**config.mk**
```make
export PLATFORM = sky130hd
export DESIGN_NAME = playfair_digraph_encrypt
export DESIGN_NICKNAME = d
export VERILOG_FILES = /design/src/hw/rtl/pfde_pkg.sv /design/src/hw/rtl/playfair_digraph_encrypt.sv /design/src/hw/rtl/pfde_store.sv
export SDC_FILE = /design/constraint.sdc
export NUM_CORES = 1
export LEC_CHECK = 0
export BUFFER_PORTS_ARGS = -buffer_cell sky130_fd_sc_hd__buf_4
export CELL_PAD_IN_SITES_DETAIL_PLACEMENT = 2
export CELL_PAD_IN_SITES_GLOBAL_PLACEMENT = 2
export CORE_AREA = 5 5 280 145
export CTS_CLUSTER_DIAMETER = 120
export DETAILED_ROUTE_END_ITERATION = 7
export DIE_AREA = 0 0 285 150
export PLACE_DENSITY = 0.92
export SLEW_MARGIN = 20
export SYNTH_ARGS = -nofsm -noshare
export SYNTH_HDL_FRONTEND = slang
export SYNTH_SLANG_ARGS = --single-unit
```
**constraint.sdc**
```tcl
create_clock -name clk -period 11 [get_ports clk]
set_input_delay 1.65 -clock clk [delete_from_list [all_inputs] [get_ports clk]]
set_output_delay 1.65 -clock clk [all_outputs]
set_load 0.005 [all_outputs]
```
**src/hw/rtl/pfde_pkg.sv**
```systemverilog
// Shared types, codes and cell arithmetic for the Playfair encryptor.
// Used by pfde_store, playfair_digraph_encrypt and pfde_checker.
package pfde_pkg;

  typedef logic [4:0] letter_t;
  typedef logic [4:0] cell_t;
  typedef logic [2:0] idx_t;

  localparam letter_t LETTER_I      = 5'd8;
  localparam letter_t LETTER_J      = 5'd9;
  localparam letter_t LAST_LETTER   = 5'd25;
  localparam letter_t FILLER_RESET  = 5'd23;
  localparam letter_t ALT_RESET     = 5'd25;
  localparam cell_t   CELLS         = 5'd25;
  localparam idx_t    SIDE_LAST     = 3'd4;

  typedef enum logic [1:0] {
    OP_CLEAR    = 2'd0,
    OP_KEY      = 2'd1,
    OP_COMPLETE = 2'd2,
    OP_PLAIN    = 2'd3
  } op_t;

  localparam logic CFG_FILLER = 1'b0;
  localparam logic CFG_ALT    = 1'b1;

  // Commands from the sequencer to the square storage.
  typedef struct packed {
    logic    clear;
    logic    wr_en;
    letter_t wr_letter;
    cell_t   wr_cell;
    letter_t pos_rd_letter;
    cell_t   sq_rd_cell;
    letter_t probe_letter;
  } store_cmd_t;

  // Responses from the square storage.
  typedef struct packed {
    cell_t   pos_cell;
    logic    pos_present;
    letter_t sq_letter;
    logic    probe_present;
  } store_rsp_t;

  typedef struct packed {
    cell_t a;
    cell_t b;
  } cell_pair_t;

  // Out-of-range letters act as z, and j acts as i.
  function automatic letter_t fold_letter(letter_t v);
    letter_t r;
    if (v > LAST_LETTER) r = LAST_LETTER;
    else if (v == LETTER_J) r = LETTER_I;
    else r = v;
    return r;
  endfunction

  // Filler placed after a letter; the alternate is used next to the filler itself.
  function automatic letter_t filler_for(letter_t l, letter_t fill, letter_t alt);
    letter_t f;
    f = fold_letter(fill);
    return (l == f) ? fold_letter(alt) : f;
  endfunction

  function automatic idx_t row_of(cell_t p);
    idx_t r;
    if (p >= 5'd20) r = 3'd4;
    else if (p >= 5'd15) r = 3'd3;
    else if (p >= 5'd10) r = 3'd2;
    else if (p >= 5'd5) r = 3'd1;
    else r = 3'd0;
    return r;
  endfunction

  function automatic cell_t cell_at(idx_t r, idx_t c);
    cell_t base;
    base = cell_t'(r) * cell_t'(5);
    return base + cell_t'(c);
  endfunction

  function automatic idx_t col_of(cell_t p);
    cell_t d;
    d = p - cell_at(row_of(p), 3'd0);
    return d[2:0];
  endfunction

  function automatic idx_t next_idx(idx_t i);
    return (i == SIDE_LAST) ? 3'd0 : i + 3'd1;
  endfunction

  // Target cells of a digraph by the row, column and rectangle rules.
  function automatic cell_pair_t cipher_cells(cell_t pa, cell_t pb);
    idx_t r1, c1, r2, c2;
    cell_pair_t res;
    r1 = row_of(pa);
    c1 = col_of(pa);
    r2 = row_of(pb);
    c2 = col_of(pb);
    if (r1 == r2) begin
      res.a = cell_at(r1, next_idx(c1));
      res.b = cell_at(r2, next_idx(c2));
    end else if (c1 == c2) begin
      res.a = cell_at(next_idx(r1), c1);
      res.b = cell_at(next_idx(r2), c2);
    end else begin
      res.a = cell_at(r1, c2);
      res.b = cell_at(r2, c1);
    end
    return res;
  endfunction

endpackage

```
**src/hw/rtl/playfair_digraph_encrypt.sv**
```systemverilog
// Playfair digraph encryptor, one item at a time under a sequencer.
// Clear and key letter are handled in the idle state; complete square walks 26 letters.
// A plaintext letter runs fill, char, pad and finish, a push per buffered letter
// and per digraph two position reads, two square reads, two output loads, plus stalls.
// Digraph time is set by the single read port of each square memory.
// Reset (synchronous, rst high): square empty, no pending letter, fillers x and z.
module playfair_digraph_encrypt (
  input  logic       clk,
  input  logic       rst,
  input  logic       in_valid,
  output logic       in_stall,
  input  logic [1:0] operation,
  input  logic [4:0] letter,
  input  logic       message_end,
  output logic       out_valid,
  input  logic       out_stall,
  output logic [4:0] cipher_letter,
  output logic       last_of_message,
  input  logic       cfg_write_enable,
  input  logic       cfg_index,
  input  logic [4:0] cfg_data
);

  typedef enum logic [3:0] {
    S_IDLE, S_WALK, S_FILL, S_CHAR, S_PAD, S_FINISH, S_PUSH,
    S_POS_A, S_POS_B, S_MAP, S_KEY_A, S_KEY_B, S_EMIT_A, S_EMIT_B
  } state_t;

  state_t                state;
  state_t                push_ret;
  pfde_pkg::letter_t     walk_letter;
  pfde_pkg::cell_t       fill_count;
  pfde_pkg::letter_t     pend_letter;
  logic                  pend_valid;
  pfde_pkg::letter_t     prev_letter;
  logic                  prev_valid;
  pfde_pkg::letter_t     cur_letter;
  logic                  cur_ok;
  logic                  cur_end;
  pfde_pkg::letter_t     push_letter;
  logic                  push_last;
  pfde_pkg::cell_t       pos_a;
  logic                  pos_a_ok;
  logic                  enc;
  pfde_pkg::cell_t       cell_b;
  pfde_pkg::letter_t     out_a;
  pfde_pkg::letter_t     out_b;
  pfde_pkg::letter_t     filler_letter;
  pfde_pkg::letter_t     alternate_filler;

  pfde_pkg::store_cmd_t  store_cmd;
  pfde_pkg::store_rsp_t  store_rsp;
  pfde_pkg::cell_pair_t  cells;
  pfde_pkg::letter_t     key_letter;
  logic                  letter_ok;
  logic                  in_fire;
  logic                  out_free;

  pfde_store u_store (
    .clk (clk),
    .rst (rst),
    .cmd (store_cmd),
    .rsp (store_rsp)
  );

  assign in_stall   = (state != S_IDLE);
  assign in_fire    = in_valid && !in_stall;
  assign out_free   = !out_valid || !out_stall;
  assign key_letter = pfde_pkg::fold_letter(letter);
  assign letter_ok  = (letter <= pfde_pkg::LAST_LETTER);
  assign cells      = pfde_pkg::cipher_cells(pos_a, store_rsp.pos_cell);

  // Storage commands follow the sequencer state.
  always_comb begin
    store_cmd               = '0;
    store_cmd.clear         = in_fire && (operation == pfde_pkg::OP_CLEAR);
    store_cmd.probe_letter  = (state == S_WALK) ? walk_letter : key_letter;
    store_cmd.wr_cell       = fill_count;
    store_cmd.wr_letter     = store_cmd.probe_letter;
    store_cmd.pos_rd_letter = (state == S_POS_A) ? pend_letter : push_letter;
    store_cmd.sq_rd_cell    = (state == S_MAP) ? cells.a : cell_b;
    if (state == S_WALK) begin
      store_cmd.wr_en = (walk_letter != pfde_pkg::LETTER_J) &&
                        (fill_count < pfde_pkg::CELLS) && !store_rsp.probe_present;
    end else begin
      store_cmd.wr_en = in_fire && (operation == pfde_pkg::OP_KEY) && letter_ok &&
                        (fill_count < pfde_pkg::CELLS) && !store_rsp.probe_present;
    end
  end

  // Configuration registers.
  always_ff @(posedge clk) begin
    if (rst) begin
      filler_letter    <= pfde_pkg::FILLER_RESET;
      alternate_filler <= pfde_pkg::ALT_RESET;
    end else if (cfg_write_enable) begin
      case (cfg_index)
        pfde_pkg::CFG_FILLER: filler_letter    <= cfg_data;
        pfde_pkg::CFG_ALT:    alternate_filler <= cfg_data;
        default:              filler_letter    <= filler_letter;
      endcase
    end
  end

  // Sequencer with the output register.
  always_ff @(posedge clk) begin
    if (rst) begin
      state      <= S_IDLE;
      fill_count <= '0;
      pend_valid <= 1'b0;
      prev_valid <= 1'b0;
      out_valid  <= 1'b0;
    end else begin
      // The emit states load the output register themselves.
      if (out_valid && !out_stall && (state != S_EMIT_A) && (state != S_EMIT_B)) begin
        out_valid <= 1'b0;
      end
      if (store_cmd.wr_en) begin
        fill_count <= fill_count + 5'd1;
      end
      case (state)
        S_IDLE: begin
          if (in_fire) begin
            case (pfde_pkg::op_t'(operation))
              pfde_pkg::OP_CLEAR: begin
                fill_count <= '0;
                pend_valid <= 1'b0;
                prev_valid <= 1'b0;
              end
              pfde_pkg::OP_KEY: begin
                state <= S_IDLE;
              end
              pfde_pkg::OP_COMPLETE: begin
                walk_letter <= '0;
                state       <= S_WALK;
              end
              pfde_pkg::OP_PLAIN: begin
                cur_letter <= key_letter;
                cur_ok     <= letter_ok;
                cur_end    <= message_end;
                state      <= S_FILL;
              end
              default: state <= S_IDLE;
            endcase
          end
        end
        S_WALK: begin
          if (walk_letter == pfde_pkg::LAST_LETTER) begin
            state <= S_IDLE;
          end else begin
            walk_letter <= walk_letter + 5'd1;
          end
        end
        // Insert a filler between two equal adjacent letters.
        S_FILL: begin
          if (cur_ok && prev_valid && (prev_letter == cur_letter)) begin
            push_letter <= pfde_pkg::filler_for(cur_letter, filler_letter, alternate_filler);
            push_last   <= 1'b0;
            push_ret    <= S_CHAR;
            state       <= S_PUSH;
          end else begin
            state <= S_CHAR;
          end
        end
        S_CHAR: begin
          if (cur_ok) begin
            prev_letter <= cur_letter;
            prev_valid  <= 1'b1;
            push_letter <= cur_letter;
            push_last   <= cur_end;
            push_ret    <= S_PAD;
            state       <= S_PUSH;
          end else begin
            state <= S_PAD;
          end
        end
        // Pad an odd message at its end.
        S_PAD: begin
          if (cur_end && pend_valid) begin
            push_letter <= pfde_pkg::filler_for(pend_letter, filler_letter, alternate_filler);
            push_last   <= 1'b1;
            push_ret    <= S_FINISH;
            state       <= S_PUSH;
          end else begin
            state <= S_FINISH;
          end
        end
        S_FINISH: begin
          if (cur_end) begin
            pend_valid <= 1'b0;
            prev_valid <= 1'b0;
          end
          state <= S_IDLE;
        end
        // Hold a first letter, or start a digraph with the held one.
        S_PUSH: begin
          if (!pend_valid) begin
            pend_letter <= push_letter;
            pend_valid  <= 1'b1;
            state       <= push_ret;
          end else begin
            pend_valid <= 1'b0;
            state      <= S_POS_A;
          end
        end
        S_POS_A: begin
          state <= S_POS_B;
        end
        S_POS_B: begin
          pos_a    <= store_rsp.pos_cell;
          pos_a_ok <= store_rsp.pos_present;
          state    <= S_MAP;
        end
        S_MAP: begin
          enc    <= (fill_count == pfde_pkg::CELLS) && pos_a_ok && store_rsp.pos_present;
          cell_b <= cells.b;
          state  <= S_KEY_A;
        end
        S_KEY_A: begin
          out_a <= enc ? store_rsp.sq_letter : pend_letter;
          state <= S_KEY_B;
        end
        S_KEY_B: begin
          out_b <= enc ? store_rsp.sq_letter : push_letter;
          state <= S_EMIT_A;
        end
        S_EMIT_A: begin
          if (out_free) begin
            out_valid       <= 1'b1;
            cipher_letter   <= out_a;
            last_of_message <= 1'b0;
            state           <= S_EMIT_B;
          end
        end
        S_EMIT_B: begin
          if (out_free) begin
            out_valid       <= 1'b1;
            cipher_letter   <= out_b;
            last_of_message <= push_last;
            state           <= push_ret;
          end
        end
        default: state <= S_IDLE;
      endcase
    end
  end

endmodule

```
**src/hw/rtl/pfde_store.sv**
```systemverilog
// Key square storage: square memory, letter position memory and placed bits.
// Depends on pfde_pkg for the command and response structs.
module pfde_store (
  input  logic                  clk,
  input  logic                  rst,
  input  pfde_pkg::store_cmd_t  cmd,
  output pfde_pkg::store_rsp_t  rsp
);

  pfde_pkg::letter_t key_square [25];
  pfde_pkg::cell_t   letter_position [26];
  logic [25:0]       placed;
  pfde_pkg::cell_t   pos_cell;
  logic              pos_present;
  pfde_pkg::letter_t sq_letter;

  // Placed bits stand for the reset value of the position memory.
  always_ff @(posedge clk) begin
    if (rst) begin
      placed      <= '0;
      pos_present <= 1'b0;
    end else begin
      if (cmd.clear) begin
        placed <= '0;
      end else if (cmd.wr_en) begin
        placed[cmd.wr_letter] <= 1'b1;
      end
      pos_present <= placed[cmd.pos_rd_letter];
    end
  end

  // Both memories are written together and read with registered data.
  always_ff @(posedge clk) begin
    if (cmd.wr_en) begin
      key_square[cmd.wr_cell]        <= cmd.wr_letter;
      letter_position[cmd.wr_letter] <= cmd.wr_cell;
    end
    pos_cell  <= letter_position[cmd.pos_rd_letter];
    sq_letter <= key_square[cmd.sq_rd_cell];
  end

  assign rsp.pos_cell      = pos_cell;
  assign rsp.pos_present   = pos_present;
  assign rsp.sq_letter     = sq_letter;
  assign rsp.probe_present = placed[cmd.probe_letter];

endmodule

```
==> flow_metrics.py <==
metrics = {
    "setup_path": {
        "rr_startpoint": "pos_a[2]",
        "crit_start": "pos_a[2]",
        "startpoint_type": "flip-flop",
        "worstPathMaxFanout": 11,
        "setup.worst_path.end_class": "flip-flop",
        "slowest_stage": "a31oi_1",
        "crit_type": "reg2reg",
        "ff2ff_path_depth": 20,
        "path_cells": "nor2_1 > a221o_1 > and2_1 > ha_1 > inv_1 > fa_1 > and3_4 > a221o_1 > nor3b_4 > ha_1 > ha_1 > a21o_1 > a21oi_1 > xnor2_1 > mux2i_1 > a31oi_1 > nor3b_1 > o21ai_0 > o221ai_1 > nor3_1",
        "required_ns": 11.35,
        "cpPeakStageDelay_ns": 0.86,
        "r2r_slack_ns": 3.62,
        "arrival_ns": 7.73,
        "cp_common_cell": "ha_1",
        "reg2reg_to": "u_store.sq_letter[4]",
    },
    "global_route": {
        "grt_pass1_vias": 13400,
        "grtUsageTotal_pct": 28.8,
        "antenna_found_initial": 2,
        "grt_pass1_wl_mm": 91.4,
        "overflow": 0,
        "grt_max_degree": 48,
    },
    "timing": {
        "maxSlewHeadroom_pct": 24.5,
        "min_period_over_period_pct": 67.1,
        "fin_worst_skew_ns": 0.0187,
        "finalHoldViolCount": 0,
        "drv_slew": 0,
        "period_minus_slack_ns": 7.38,
        "fmax_ghz": 0.135,
        "rsz0062_at_grt": "false",
        "fin_tns_setup_ns": 0,
        "worst_pin_slew_ns": 1.13,
        "setup_viol": 0,
        "whs_ns": 0.483,
    },
    "clock_network": {
        "cts_resized": 0,
        "cts-root-buf": "clkbuf_16",
        "cts.sinks": 373,
        "cts_tree": "done",
        "path_clk_slew_ns": 0.07,
        "post-cts-setup-buffers": 0,
        "max-clock-path-buffers": 3,
        "hold_buffers": 0,
        "clk_latency_ns": 0.54,
        "htree_num_levels": 2,
        "numCtsBuffers": 36,
    },
    "place": {
        "routabilityCongestion": 0.855,
        "dp_cells": 1831,
        "portBuffers": 26,
        "dpl_cell_area_um2": 18300,
        "dp_hpwl_mm": 40.8,
    },
    "synthesis": {
        "synthTopCellsByArea": "edfxtp_1 (54%), dfxtp_1 (6.7%), mux4_2 (5.4%)",
        "ys.flop_type": "edfxtp_1",
        "avgSynthCellArea_um2": 13.0,
        "synth_commonest_cells": "edfxtp_1 (314), nand2_1 (132), nor2_1 (95)",
        "yosysSeqAreaShare_pct": 60.3,
        "synth-seq-cells": 373,
        "synth_nets": 1418,
        "synth-edff-count": 314,
        "yosysMostFrequentCell": "edfxtp_1",
        "yosysWarnings": 0,
        "yosysTopAreaCell": "edfxtp_1",
        "synth_top_area_share_pct": 53.6,
        "synth.distinct_cells": 88,
        "synth_area_um2": 17600,
        "synthArstFlopShare_pct": 0,
        "syn_inst": 1348,
    },
    "power": {
        "p_leak_uw": 0.00688,
        "powerDensity_nw_per_um2": 161,
        "vdd_drop_max_v": 0.0000717,
    },
    "cells_and_area": {
        "layout-drive-gt1-share_pct": 14.7,
        "area.sequential_um2": 10600,
        "insertedDiodeCount": 0,
        "area_growth_pct": 10.8,
        "top_regs": "u_store.letter_position x130, u_store.key_square x125, u_store.placed x26",
        "regMostFlops": "u_store.letter_position",
        "multiInputGateArea_um2": 6470,
        "largest_reg_flops": 130,
        "design_area_um2": 19500,
        "fillerInstances": 3568,
        "fin_nets": 1436,
        "layout.cells.non_filler": 1895,
    },
    "worst_hold_path": {
        "holdCritStartpoint": "prev_valid",
        "hold_path_depth": 2,
        "worst_hold_path.endpoint": "prev_valid",
        "hold_path_class": "reg2reg",
    },
    "routing": {
        "vias": 12200,
        "route.detailed.wl_per_inst_um": 32.4,
        "ant_nets": 0,
        "first_iter_violations": 1395,
        "viasPerCell": 6.45,
        "wl_mm": 61.4,
        "dr.pass1.iters": 5,
        "drc": 0,
    },
    "floorplanning": {
        "die_w_um": 285,
        "core_area_um2": 38100,
        "fp.dieArea_um2": 42800,
        "io_pins": 27,
        "start_util_pct": 46.2,
        "die_y_um": 150,
        "std_cell_rows": 51,
    },
    "flow_run": {
        "maxCapViolCount": 0,
    },
    "outcome": {
        "status": "complete, no violations",
    },
}
==> final cells by class <==
cell class | count | share of cell area (%)
clock buffer | 49 | 5.24
clock inverter | 15 | 0.803
inverter | 59 | 1.14
multi-input combinational | 847 | 33.2
sequential | 373 | 54.5
tap | 503 | 3.23
timing repair buffer | 49 | 1.89
==> critical path, delay by kind of cell, from the launching register on <==
family          cells  cell delay, ns
compound gates      7            2.54
xor+xnor            1            0.19
fa+ha+maj           4            1.39
buf+inv             1            0.06
flops               1            0.52
mux                 1            0.12
simple gates        6            2.35
==> power breakdown <==
part | total, uW | switching, uW | internal, uW
clock | 1300 | 575 | 725
combinational | 263 | 182 | 81.5
sequential | 1560 | 14.5 | 1550
==> kinds of logic after synthesis <==
group                      after synthesis  synth area share [%]
AOI/OAI and AO/OA                      267                  10.4
xor gates and xnor gates                38                  2.02
adders and majority gates               51                  3.97
buffers and inverters                  128                  3.22
DFF                                    373                  60.3
muxes                                  105                  9.30
and+or+nand+nor                        386                  10.8
==> worst max path at each step <==
stage                                 endpoint  slack, ns  cells past startpoint
after global routing      u_store.sq_letter[4]       3.55                     21
after global placement    u_store.sq_letter[4]       4.83                     21
after detailed placement  u_store.sq_letter[4]       4.27                     21
after CTS                 u_store.sq_letter[4]       3.97                     21
final                     u_store.sq_letter[4]       3.62                     20
after floorplan           u_store.sq_letter[3]       5.77                     20
==> cell usage in the layout (no fill, tap or decap), drive strengths merged, types with 11 or more instances in the layout <==
| master | instances |
|---|---|
| edfxtp | 314 |
| nand2 | 132 |
| nor2 | 95 |
| a21oi | 77 |
| inv | 60 |
| dfxtp | 59 |
| buf | 49 |
| o21ai | 49 |
| clkbuf | 49 |
| mux4 | 44 |
| ha | 43 |
| mux2i | 40 |
| o21a | 29 |
| and3 | 25 |
| nor3 | 23 |
| mux2 | 21 |
| nand3 | 20 |
| xnor2 | 20 |
| xor2 | 18 |
| and2 | 16 |
| a32oi | 16 |
| a211oi | 13 |
| nand2b | 12 |
| a21o | 11 |
| nor3b | 11 |
==> stage by stage <==
step / total power (uW) / utilization (%) / setup slack, ns
CTS: 3140 / 51.1 / 3.97
global route: 3220 / 51.1 / 3.55
finish: 3130 / 51.1 / 3.62
detailed placement: 1850 / 48.0 / 4.27
global placement: 1820 / 48.0 / 4.83
floorplan: 1740 / - / 5.77
==> routing by layer <==
metal	wire length, um	vias to the layer above	global-route usage [%]
met5	25	-	0
met3	5050	129	7.23
met2	28100	550	46.5
met4	1610	4	7.51
li1	-	5108	-
met1	26600	6432	39.5
No activity file was read; power rests on OpenSTA's default activity.
